===== src/rtl/core/cbdp_pkg.sv =====
// Package for the codebook int8 dot product block.
// Holds shared widths, lane limits and register index codes; no dependencies.
`timescale 1ns / 1ps

package cbdp_pkg;

   // lane count limits and defaults
   localparam int MAX_LANES     = 16;
   localparam int LANES_DEFAULT = 16;

   // field widths
   localparam int BYTE_W  = 8;
   localparam int WORD_W  = 64;
   localparam int PAIR_W  = 2 * WORD_W;
   localparam int PROD_W  = 2 * BYTE_W;
   localparam int TREE_W  = PROD_W + $clog2(MAX_LANES);
   localparam int ACC_W   = 32;

   // codebook geometry: index bytes at or above this give a zero weight
   localparam int CODEBOOK_SIZE = 16;
   localparam int CB_SEL_W      = $clog2(CODEBOOK_SIZE);

   // adder tree in heap layout: root at 0, leaves from MAX_LANES-1 upwards
   localparam int TREE_NODES    = 2 * MAX_LANES - 1;
   localparam int TREE_INNER    = MAX_LANES - 1;

   // control and status register indexes
   localparam int CSR_INDEX_W = 2;

   typedef enum logic [CSR_INDEX_W-1:0] {
      CSR_CODEBOOK_LOW  = 2'd0,
      CSR_CODEBOOK_HIGH = 2'd1
   } csr_index_type;

   typedef logic signed [PROD_W-1:0] prod_type;

endpackage


===== src/rtl/core/cbdp_lane.sv =====
// One lane of the dot product: codebook lookup and signed 8x8 multiply.
// Depends on cbdp_pkg.
`timescale 1ns / 1ps

module cbdp_lane
   import cbdp_pkg::*;
(
   input  logic [PAIR_W-1:0] codebook,
   input  logic [BYTE_W-1:0] index_byte,
   input  logic [BYTE_W-1:0] act_byte,
   output prod_type          product
);

   logic signed [BYTE_W-1:0] weight;
   logic signed [BYTE_W-1:0] act;
   logic                     out_of_table;

   // indexes beyond the codebook select a zero weight
   assign out_of_table = (index_byte[BYTE_W-1:CB_SEL_W] != '0);

   always_comb begin
      if (out_of_table) begin
         weight = '0;
      end else begin
         weight = codebook[BYTE_W*index_byte[CB_SEL_W-1:0] +: BYTE_W];
      end
   end

   assign act     = act_byte;
   assign product = weight * act;

endmodule


===== src/rtl/core/cbdp_reduce.sv =====
// Adder tree that sums the lane products of one request.
// Depends on cbdp_pkg; unused lanes enter the tree as zero.
`timescale 1ns / 1ps

module cbdp_reduce
   import cbdp_pkg::*;
#(
   parameter int LANES = LANES_DEFAULT
) (
   input  prod_type                 products [0:LANES-1],
   output logic signed [TREE_W-1:0] chunk_sum
);

   logic signed [TREE_W-1:0] node [0:TREE_NODES-1];

   // leaves: sign extended products, zero above the lane count
   for (genvar i = 0; i < MAX_LANES; i++) begin : g_leaf
      if (i < LANES) begin : g_used
         assign node[TREE_INNER+i] =
            {{(TREE_W-PROD_W){products[i][PROD_W-1]}}, products[i]};
      end else begin : g_unused
         assign node[TREE_INNER+i] = '0;
      end
   end

   // inner nodes: each the sum of its two children
   for (genvar k = 0; k < TREE_INNER; k++) begin : g_node
      assign node[k] = node[2*k+1] + node[2*k+2];
   end

   assign chunk_sum = node[0];

endmodule


===== src/rtl/core/codebook_int8_dot_product.sv =====
// Top level of the codebook int8 dot product block.
// Depends on cbdp_pkg, cbdp_lane and cbdp_reduce.
//
//   channel | direction | handshake              | payload
//   --------+-----------+------------------------+--------------------------------------
//   req     | in        | req_valid / req_ready  | index_low/high, act_low/high, last
//   rsp     | out       | rsp_valid / rsp_ready  | dot_sum (signed 32 bit)
//   csr     | in        | csr_valid / csr_ready  | csr_index, csr_wdata (64 bit)
//
// One request is taken every cycle while req_ready is high; a result for a request marked
// last shows on rsp_valid after it passes the input register, the product register
// (lookup and multiply), then adder tree and accumulator into the result register.
// Reset clears the pipeline, the accumulator and both codebook registers.
// A stalled result holds only the stages that must wait for it; requests not
// marked last keep flowing into the accumulator. csr_ready is always high.
`timescale 1ns / 1ps

module codebook_int8_dot_product
   import cbdp_pkg::*;
#(
   parameter int LANES = LANES_DEFAULT
) (
   input  logic                    clock,
   input  logic                    reset,
   // request channel
   input  logic                    req_valid,
   output logic                    req_ready,
   input  logic [WORD_W-1:0]       req_index_low,
   input  logic [WORD_W-1:0]       req_index_high,
   input  logic [WORD_W-1:0]       req_act_low,
   input  logic [WORD_W-1:0]       req_act_high,
   input  logic                    req_last,
   // result channel
   output logic                    rsp_valid,
   input  logic                    rsp_ready,
   output logic signed [ACC_W-1:0] rsp_dot_sum,
   // register write channel
   input  logic                    csr_valid,
   output logic                    csr_ready,
   input  logic [CSR_INDEX_W-1:0]  csr_index,
   input  logic [WORD_W-1:0]       csr_wdata
);

   // codebook registers
   logic [WORD_W-1:0] cb_low_ff,  cb_low_in;
   logic [WORD_W-1:0] cb_high_ff, cb_high_in;

   // stage 1: input register
   logic              s1_valid_ff, s1_valid_in;
   logic [PAIR_W-1:0] s1_index_ff;
   logic [PAIR_W-1:0] s1_act_ff;
   logic              s1_last_ff;

   // stage 2: product register
   logic              s2_valid_ff, s2_valid_in;
   prod_type          s2_prod_ff [0:LANES-1];
   prod_type          lane_prod  [0:LANES-1];
   logic              s2_last_ff;

   // accumulator and result register
   logic [ACC_W-1:0]         acc_ff, acc_in;
   logic                     rsp_valid_ff, rsp_valid_in;
   logic signed [ACC_W-1:0]  rsp_dot_sum_ff;
   logic signed [TREE_W-1:0] chunk_sum;
   logic [ACC_W-1:0]         row_sum;

   logic out_free, s2_move, s2_free, s1_move, s1_free, req_take;

   // flow control from the result end backwards
   assign out_free  = !rsp_valid_ff || rsp_ready;
   assign s2_move   = s2_valid_ff && (!s2_last_ff || out_free);
   assign s2_free   = !s2_valid_ff || s2_move;
   assign s1_move   = s1_valid_ff && s2_free;
   assign s1_free   = !s1_valid_ff || s1_move;
   assign req_ready = s1_free;
   assign req_take  = req_valid && s1_free;

   // register writes; unknown indexes are ignored
   assign csr_ready = 1'b1;

   always_comb begin
      cb_low_in  = cb_low_ff;
      cb_high_in = cb_high_ff;
      if (csr_valid) begin
         case (csr_index)
            CSR_CODEBOOK_LOW: begin
               cb_low_in = csr_wdata;
            end
            CSR_CODEBOOK_HIGH: begin
               cb_high_in = csr_wdata;
            end
            default: begin
            end
         endcase
      end
   end

   // lane lookup and multiply
   for (genvar i = 0; i < LANES; i++) begin : g_lane
      cbdp_lane u_lane (
         .codebook   ({cb_high_ff, cb_low_ff}),
         .index_byte (s1_index_ff[BYTE_W*i +: BYTE_W]),
         .act_byte   (s1_act_ff[BYTE_W*i +: BYTE_W]),
         .product    (lane_prod[i])
      );
   end

   // sum of the lane products
   cbdp_reduce #(
      .LANES (LANES)
   ) u_reduce (
      .products  (s2_prod_ff),
      .chunk_sum (chunk_sum)
   );

   assign row_sum = acc_ff + {{(ACC_W-TREE_W){chunk_sum[TREE_W-1]}}, chunk_sum};

   // valid bits and accumulator
   always_comb begin
      s1_valid_in  = req_take || (s1_valid_ff && !s1_move);
      s2_valid_in  = s1_move || (s2_valid_ff && !s2_move);
      rsp_valid_in = (s2_move && s2_last_ff) || (rsp_valid_ff && !rsp_ready);
      acc_in       = acc_ff;
      if (s2_move) begin
         acc_in = s2_last_ff ? '0 : row_sum;
      end
   end

   // control registers
   always_ff @(posedge clock) begin
      if (reset) begin
         cb_low_ff    <= '0;
         cb_high_ff   <= '0;
         s1_valid_ff  <= 1'b0;
         s2_valid_ff  <= 1'b0;
         rsp_valid_ff <= 1'b0;
         acc_ff       <= '0;
      end else begin
         cb_low_ff    <= cb_low_in;
         cb_high_ff   <= cb_high_in;
         s1_valid_ff  <= s1_valid_in;
         s2_valid_ff  <= s2_valid_in;
         rsp_valid_ff <= rsp_valid_in;
         acc_ff       <= acc_in;
      end
   end

   // payload registers
   always_ff @(posedge clock) begin
      if (req_take) begin
         s1_index_ff <= {req_index_high, req_index_low};
         s1_act_ff   <= {req_act_high, req_act_low};
         s1_last_ff  <= req_last;
      end
      if (s1_move) begin
         s2_prod_ff <= lane_prod;
         s2_last_ff <= s1_last_ff;
      end
      if (s2_move && s2_last_ff) begin
         rsp_dot_sum_ff <= row_sum;
      end
   end

   assign rsp_valid   = rsp_valid_ff;
   assign rsp_dot_sum = rsp_dot_sum_ff;

endmodule


===== config.mk =====
export PLATFORM = sky130hd
export DESIGN_NAME = codebook_int8_dot_product
export DESIGN_NICKNAME = d
export VERILOG_FILES = /design/src/rtl/core/cbdp_pkg.sv /design/src/rtl/core/cbdp_lane.sv /design/src/rtl/core/cbdp_reduce.sv /design/src/rtl/core/codebook_int8_dot_product.sv
export SDC_FILE = /design/constraint.sdc
export NUM_CORES = 2
export LEC_CHECK = 0
export BUFFER_PORTS_ARGS = -buffer_cell sky130_fd_sc_hd__buf_2
export CAP_MARGIN = 30
export CORE_AREA = 2 2 416 830
export CTS_CLUSTER_SIZE = 30
export DETAILED_ROUTE_END_ITERATION = 10
export DIE_AREA = 0 0 418 832
export GPL_TIMING_DRIVEN = 0
export PLACE_DENSITY = 0.48
export REMOVE_ABC_BUFFERS = 1
export SYNTH_ARGS = -nofsm -noshare
export SYNTH_HDL_FRONTEND = slang
export SYNTH_SLANG_ARGS = --single-unit

===== constraint.sdc =====
create_clock -name clock -period 49.6 [get_ports clock]
set_input_delay 7.44 -clock clock [delete_from_list [all_inputs] [get_ports clock]]
set_output_delay 7.44 -clock clock [all_outputs]
set_load 0.05 [all_outputs]

* After elaboration in Yosys (flattened, before gate mapping)
Cells that the tools add are included.
** Cells by class
- Add/subtract/negate cells :: 16
- Multipliers :: 16
- Divide/modulo/power cells :: 0
- Magnitude comparators :: 0
- Equality and inequality tests :: 1
- Shifts and indexed selects :: 16
- Mux-type cells :: 17
- Bitwise logic cells :: 0
- Reductions and logical operators :: 40
** Operators by type and width (count)
- $shiftx 128x8->8 :: 16
- $mul 8x8->16 :: 16
- $add 16x16->17 :: 8
- $mux 8 :: 16
- $add 17x17->18 :: 4
- $reduce_bool 4->1 :: 16
- $add 18x18->19 :: 2
- $add 32x32->32 :: 1
- $mux 32 :: 1
- $add 19x19->20 :: 1
- $logic_and 1x1->1 :: 7
- $logic_not 1->1 :: 7
- $logic_or 1x1->1 :: 7
- $reduce_and 2->1 :: 2
- $eq 2x1->1 const B :: 1
- $logic_not 2->1 :: 1
** Storage, ports and cells
- Flip-flop bits (word level) :: 709
- Latch bits :: 0
- Memory bits (writable) :: 0
- ROM bits :: 0
- Input port bits :: 328
- Output and inout bits :: 35
- Word-level logic and storage cells :: 133
- Memories kept :: 0

* Depth between registers and ports, before layout
- Depth in word-level cells :: 9
- Gate-level depth with buffers :: 33
- Gate-level depth less buffers :: 33

* Hierarchy
Synthesis repeated with hierarchy kept, for this count alone.
** Second synthesis, totals
- Cell total of the unflattened synthesis :: 8625
- Area total of the unflattened synthesis :: 92174.7 um^2
** By module, submodules not included
- codebook_int8_dot_product :: instances 1, cells each 1507, area an instance 23919.2 um^2, sequential area each 19658.9 um^2
- cbdp_lane (g_lane[0].u_lane ...) :: instances 6, cells each 372, area an instance 3747.3 um^2, sequential area each 0.0 um^2
- cbdp_lane (g_lane[6].u_lane ...) :: instances 4, cells each 374, area an instance 3676.0 um^2, sequential area each 0.0 um^2
- cbdp_lane (g_lane[1].u_lane ...) :: instances 4, cells each 374, area an instance 3634.7 um^2, sequential area each 0.0 um^2
- cbdp_reduce :: instances 1, cells each 1147, area an instance 9188.8 um^2, sequential area each 0.0 um^2
- cbdp_lane (g_lane[15].u_lane) :: instances 1, cells each 375, area an instance 3713.6 um^2, sequential area each 0.0 um^2
- cbdp_lane (g_lane[5].u_lane) :: instances 1, cells each 372, area an instance 3626.0 um^2, sequential area each 0.0 um^2

* Worst setup path after synthesis
No wires, ideal clock.
- Path kind :: input to register
- From :: input port rsp_ready
- To :: register s1_act_ff[0] (enable)
- Setup time :: 960 ps
- Arrival :: 20059 ps
- Data required time :: 48640 ps
- Setup slack :: 28581 ps
- Stages :: 3
- Buffers on the path :: 0
- Cell sequence :: nor2b_1 > and3_1 > a21oi_1
** Between the ends
- Word-level cells in the longest chain between the ends :: 7
** Ends and longest elaborated chain
- start, declared :: RTL line codebook_int8_dot_product.sv:35 : input logic rsp_ready,
- $logic_or 1x1->1 :: RTL line codebook_int8_dot_product.sv:70 : assign out_free = !rsp_valid_ff || rsp_ready;
- $logic_or 1x1->1 :: RTL line codebook_int8_dot_product.sv:71 : assign s2_move = s2_valid_ff && (!s2_last_ff || out_free);
- $logic_and 1x1->1 :: RTL line codebook_int8_dot_product.sv:71
- $logic_or 1x1->1 :: RTL line codebook_int8_dot_product.sv:72 : assign s2_free = !s2_valid_ff || s2_move;
- $logic_and 1x1->1 :: RTL line codebook_int8_dot_product.sv:73 : assign s1_move = s1_valid_ff && s2_free;
- $logic_or 1x1->1 :: RTL line codebook_int8_dot_product.sv:74 : assign s1_free = !s1_valid_ff || s1_move;
- $logic_and 1x1->1 :: RTL line codebook_int8_dot_product.sv:76 : assign req_take = req_valid && s1_free;
- via req_take :: RTL line codebook_int8_dot_product.sv:67 : logic out_free, s2_move, s2_free, s1_move, s1_free, req_take;
- end signal, assigned :: RTL line codebook_int8_dot_product.sv:152 : s1_act_ff <= {req_act_high, req_act_low};
- end, declared :: RTL line codebook_int8_dot_product.sv:51 : logic [PAIR_W-1:0] s1_act_ff;
The timed path passes the listed nets, and every way through them passes these cells.
A chain may end at the register's enable or synchronous reset.

* Final worst setup path
- From :: input port rsp_ready
- To :: output port req_ready
** Between the ends
- Word-level cells in the longest chain between the ends :: 6
** Ends and longest elaborated chain
- $logic_or 1x1->1 :: RTL line codebook_int8_dot_product.sv:70
- $logic_or 1x1->1 :: RTL line codebook_int8_dot_product.sv:71
- $logic_and 1x1->1 :: RTL line codebook_int8_dot_product.sv:71
- $logic_or 1x1->1 :: RTL line codebook_int8_dot_product.sv:72
- $logic_and 1x1->1 :: RTL line codebook_int8_dot_product.sv:73
- $logic_or 1x1->1 :: RTL line codebook_int8_dot_product.sv:74
- end, declared :: RTL line codebook_int8_dot_product.sv:27 : output logic req_ready,
No other way between the ends.

==> reports/metrics.yaml <==
avgViaCountPerCell: 4.796
cell_taking_the_most_area_after_synthesis: "sky130_fd_sc_hd__fa_1"
postSynthRegisterBits: 709
post-route-period-util_pct: 32.12
violations: "design-rule violations"
detailedPlace.worstSlack_ns: 33.65
vias: 57830
floorplan_die_area_um2: 347800
seq_power_share_pct: 15.9
timing.final.hold_violations: 0
clock_skew_ns: 0.08033
power.share.switching_pct: 53.28
clock_pin_slew_on_the_worst_setup_and_hold_paths_ns: 0.06
drt_first_iter_violations: 4268
max-vdd-ir-drop_mv: 0.2810
synth_enable_flop_cells: 546
cts.repair.resized: 0
routed-wl-met3_mm: 17.61
met2_length_mm: 154.8
worst_slew_pin_slew_ns: 1.151
i_o_buffers: 361
hold_depth: 0
synth_seq_area_share_pct: 23.14
critPathRequiredTime_ns: 42.16
overflow: 0
postCtsSetupRepairBufs: 0
synthesis.area_um2: 84960
syn_area_per_cell_um2: 11.47
global_route_wire_length_before_repair_mm: 424.9
first_global_vias: 64360
timing.final.setup_violations: 0
post-layout-total-power_mw: 5.840
area_growth_synth_to_finish_pct: 12.63
top_layer: "met5"
drive_above_1_share_pct: 16.69
worstPathMaxFanout: 4
synth_unique_cells: 77
clockRootBuffer: "sky130_fd_sc_hd__clkbuf_16"
grt_util_all_layers_pct: 16.70
share_clk_of_total_power_pct: 11.2
power_per_cell_area_nw_per_um2: 61.04
rsz0062_at_grt: "false"
timing.hold.worst.class: "reg2reg"
postSynthCellCount: 7406
power.static_leakage_nw: 39.45
die_height_um: 832
regArea_um2: 19660
crit_type: "in2out"
achievable-frequency_mhz: 62.76
synth_top_flop_cell: "sky130_fd_sc_hd__edfxtp_1"
core_region_area_um2: 341900
cts-buffers-inserted: 83
ys_async_sr_fraction_pct: 0
routedWlPerCell_um: 23.98
grt_antenna_before_repair: 74
grt_max_degree: 101
filler_cells: 35250
tritoncts: "yes"
run_status: "finished, violations left"
max_slew_margin_pct: 23.18
detailedPlacementHpwl_mm: 241.8
h-tree-depth: 3
cts.hold.buffers_added: 0
synth_top_area_share_pct: 26.30
detail_route.wirelength.met1_mm: 91.38
synth_area_leaders: "sky130_fd_sc_hd__fa_1 26%, sky130_fd_sc_hd__edfxtp_1 19%, sky130_fd_sc_hd__mux4_2 17%"
multiInputGateArea_um2: 58520
internal_power_mw: 2.729
cap_viol_max_count: 0
worst-r2r-cell-count: 31
report.final.slew_viol_count: 0
top_level_ports: 363
antenna_left: 0
clock_sink_count: 709
place.gp.congestion: 0.9203
floorplan.initialDensity_pct: 24.85
layout.nets: 9499
wirelength_mm: 289.1
cts-root-to-sink-buffers: 3
yosysWarnings: 0
cp_data_arrival_time_ns: 8.49
rows: 304
die_width_um: 418
drt_pass1_iterations: 9
setup.worst_path.end_class: "output pin"
detail_route.drc_violations: 8
insertion_delay_ns: 0.81
crit_path_start_kind: "primary input"
comb_power_share_pct: 72.9
final_critical_path_setup_slack_ns: 33.67
switching_power_summed_over_all_nets_mw: 3.112
totalNegativeSetupSlack_ns: 0
final_min_period_ns: 15.93
-- stage by stage --
stage | utilization, % | cells | instance area [µm²] | hold slack [ns]
floorplan | - | 6994 | 83250 | 0.4003
global placement | 26.50 | 11790 | 90600 | 0.4218
detailed placement | 27.12 | 11880 | 92730 | 0.4121
CTS | 27.93 | 12040 | 95510 | 0.4369
global route | 27.97 | 12040 | 95660 | 0.4467
finish | 27.98 | 12060 | 95690 | 0.4358
-- synthesized netlist by cell type, types with 23 or more instances --
master	n
sky130_fd_sc_hd__nand2b_1	155
sky130_fd_sc_hd__o21a_1	34
sky130_fd_sc_hd__edfxtp_1	546
sky130_fd_sc_hd__ha_1	522
sky130_fd_sc_hd__a21oi_1	200
sky130_fd_sc_hd__xnor2_1	212
sky130_fd_sc_hd__a21o_1	64
sky130_fd_sc_hd__fa_1	1116
sky130_fd_sc_hd__mux4_2	640
sky130_fd_sc_hd__buf_2	48
sky130_fd_sc_hd__nor2b_1	155
sky130_fd_sc_hd__buf_1	44
sky130_fd_sc_hd__and2_1	457
sky130_fd_sc_hd__nand2_1	750
sky130_fd_sc_hd__dfxtp_1	163
sky130_fd_sc_hd__nand4_1	23
sky130_fd_sc_hd__inv_1	1362
sky130_fd_sc_hd__nor3_1	46
sky130_fd_sc_hd__xor2_1	64
sky130_fd_sc_hd__clkbuf_1	298
sky130_fd_sc_hd__a21boi_0	32
sky130_fd_sc_hd__nor2_1	139
sky130_fd_sc_hd__o21ai_0	73
-- cells by family after synthesis --
logic type      Yosys count  share of synthesized area (%)
simple gates           1830                          10.83
buf+inv                1774                          8.032
fa+ha+maj              1638                          33.98
flops                   709                          23.14
mux                     646                          17.04
compound gates          531                          4.103
xor+xnor                277                          2.864
other cells               1                       0.004414
-- worst max-delay path: stages --
cell                      delay, ns
sky130_fd_sc_hd__buf_2         0.09
sky130_fd_sc_hd__nor2b_1       0.23
sky130_fd_sc_hd__and3_1        0.36
sky130_fd_sc_hd__nand2_1       0.13
sky130_fd_sc_hd__buf_2         0.23
-- power by group through the flow --
stage                     combinational [mW]  sequential [mW]  clock, mW
final                                   4.26            0.931      0.652
after global placement                  3.94            0.968          0
after detailed placement                4.28            0.943          0
after floorplan                         2.77            0.963          0
after global routing                    4.73            0.936      0.693
after CTS                               4.30            0.930      0.679
-- state kept, by name, summed over array words and instances, names as in the netlist --
name         cells
s2_prod_ff     256
s1_act_ff      128
s1_index_ff    128
cb_high_ff      64
cb_low_ff       64
acc_ff          32
rsp_dot_sum     32
rsp_valid        1
s1_last_ff       1
s1_valid_ff      1
s2_last_ff       1
s2_valid_ff      1
-- path summary, 6_finish.rpt --
check / to / slack (ns) / start
worst max-delay path: req_ready / 33.67 / rsp_ready
worst min-delay path: s2_last_ff / 0.44 / s1_last_ff
worst min register to register: s2_last_ff / 0.44 / s1_last_ff
worst max register to register: rsp_dot_sum[30] / 40.37 / s2_prod_ff[98]
-- area by class of cell --
type | count | share of cell area, %
diodes | 17 | 0.04446
clock buffers | 101 | 2.316
clock inverters | 54 | 0.5897
inverters | 1362 | 5.343
multi-input cells | 4923 | 61.16
flip-flops and latches | 709 | 20.54
well taps | 4437 | 5.802
repair buffers | 454 | 4.200
-- placed cells by master (no fill, tap or decap), drive strengths merged, types with 28 or more instances in the layout --
| cell | Yosys | routed |
|---|---|---|
| a21boi | 34 | 34 |
| a21o | 64 | 64 |
| a21oi | 201 | 201 |
| and2 | 458 | 458 |
| buf | 114 | 454 |
| clkbuf | 298 | 101 |
| clkinv | 0 | 28 |
| dfxtp | 163 | 163 |
| edfxtp | 546 | 546 |
| fa | 1116 | 1116 |
| ha | 522 | 522 |
| inv | 1362 | 1375 |
| mux4 | 640 | 640 |
| nand2 | 750 | 750 |
| nand2b | 155 | 155 |
| nor2 | 139 | 139 |
| nor2b | 156 | 156 |
| nor3 | 46 | 46 |
| o21a | 34 | 34 |
| o21ai | 76 | 76 |
| xnor2 | 213 | 213 |
| xor2 | 64 | 64 |
-- layer usage --
layer,track usage (%),vias up
met1,16.15,29680
met4,12.37,40
li1,-,24840
met2,31.14,2365
met3,3.177,892
met5,0,-
Power figures use the tool's default switching activity.
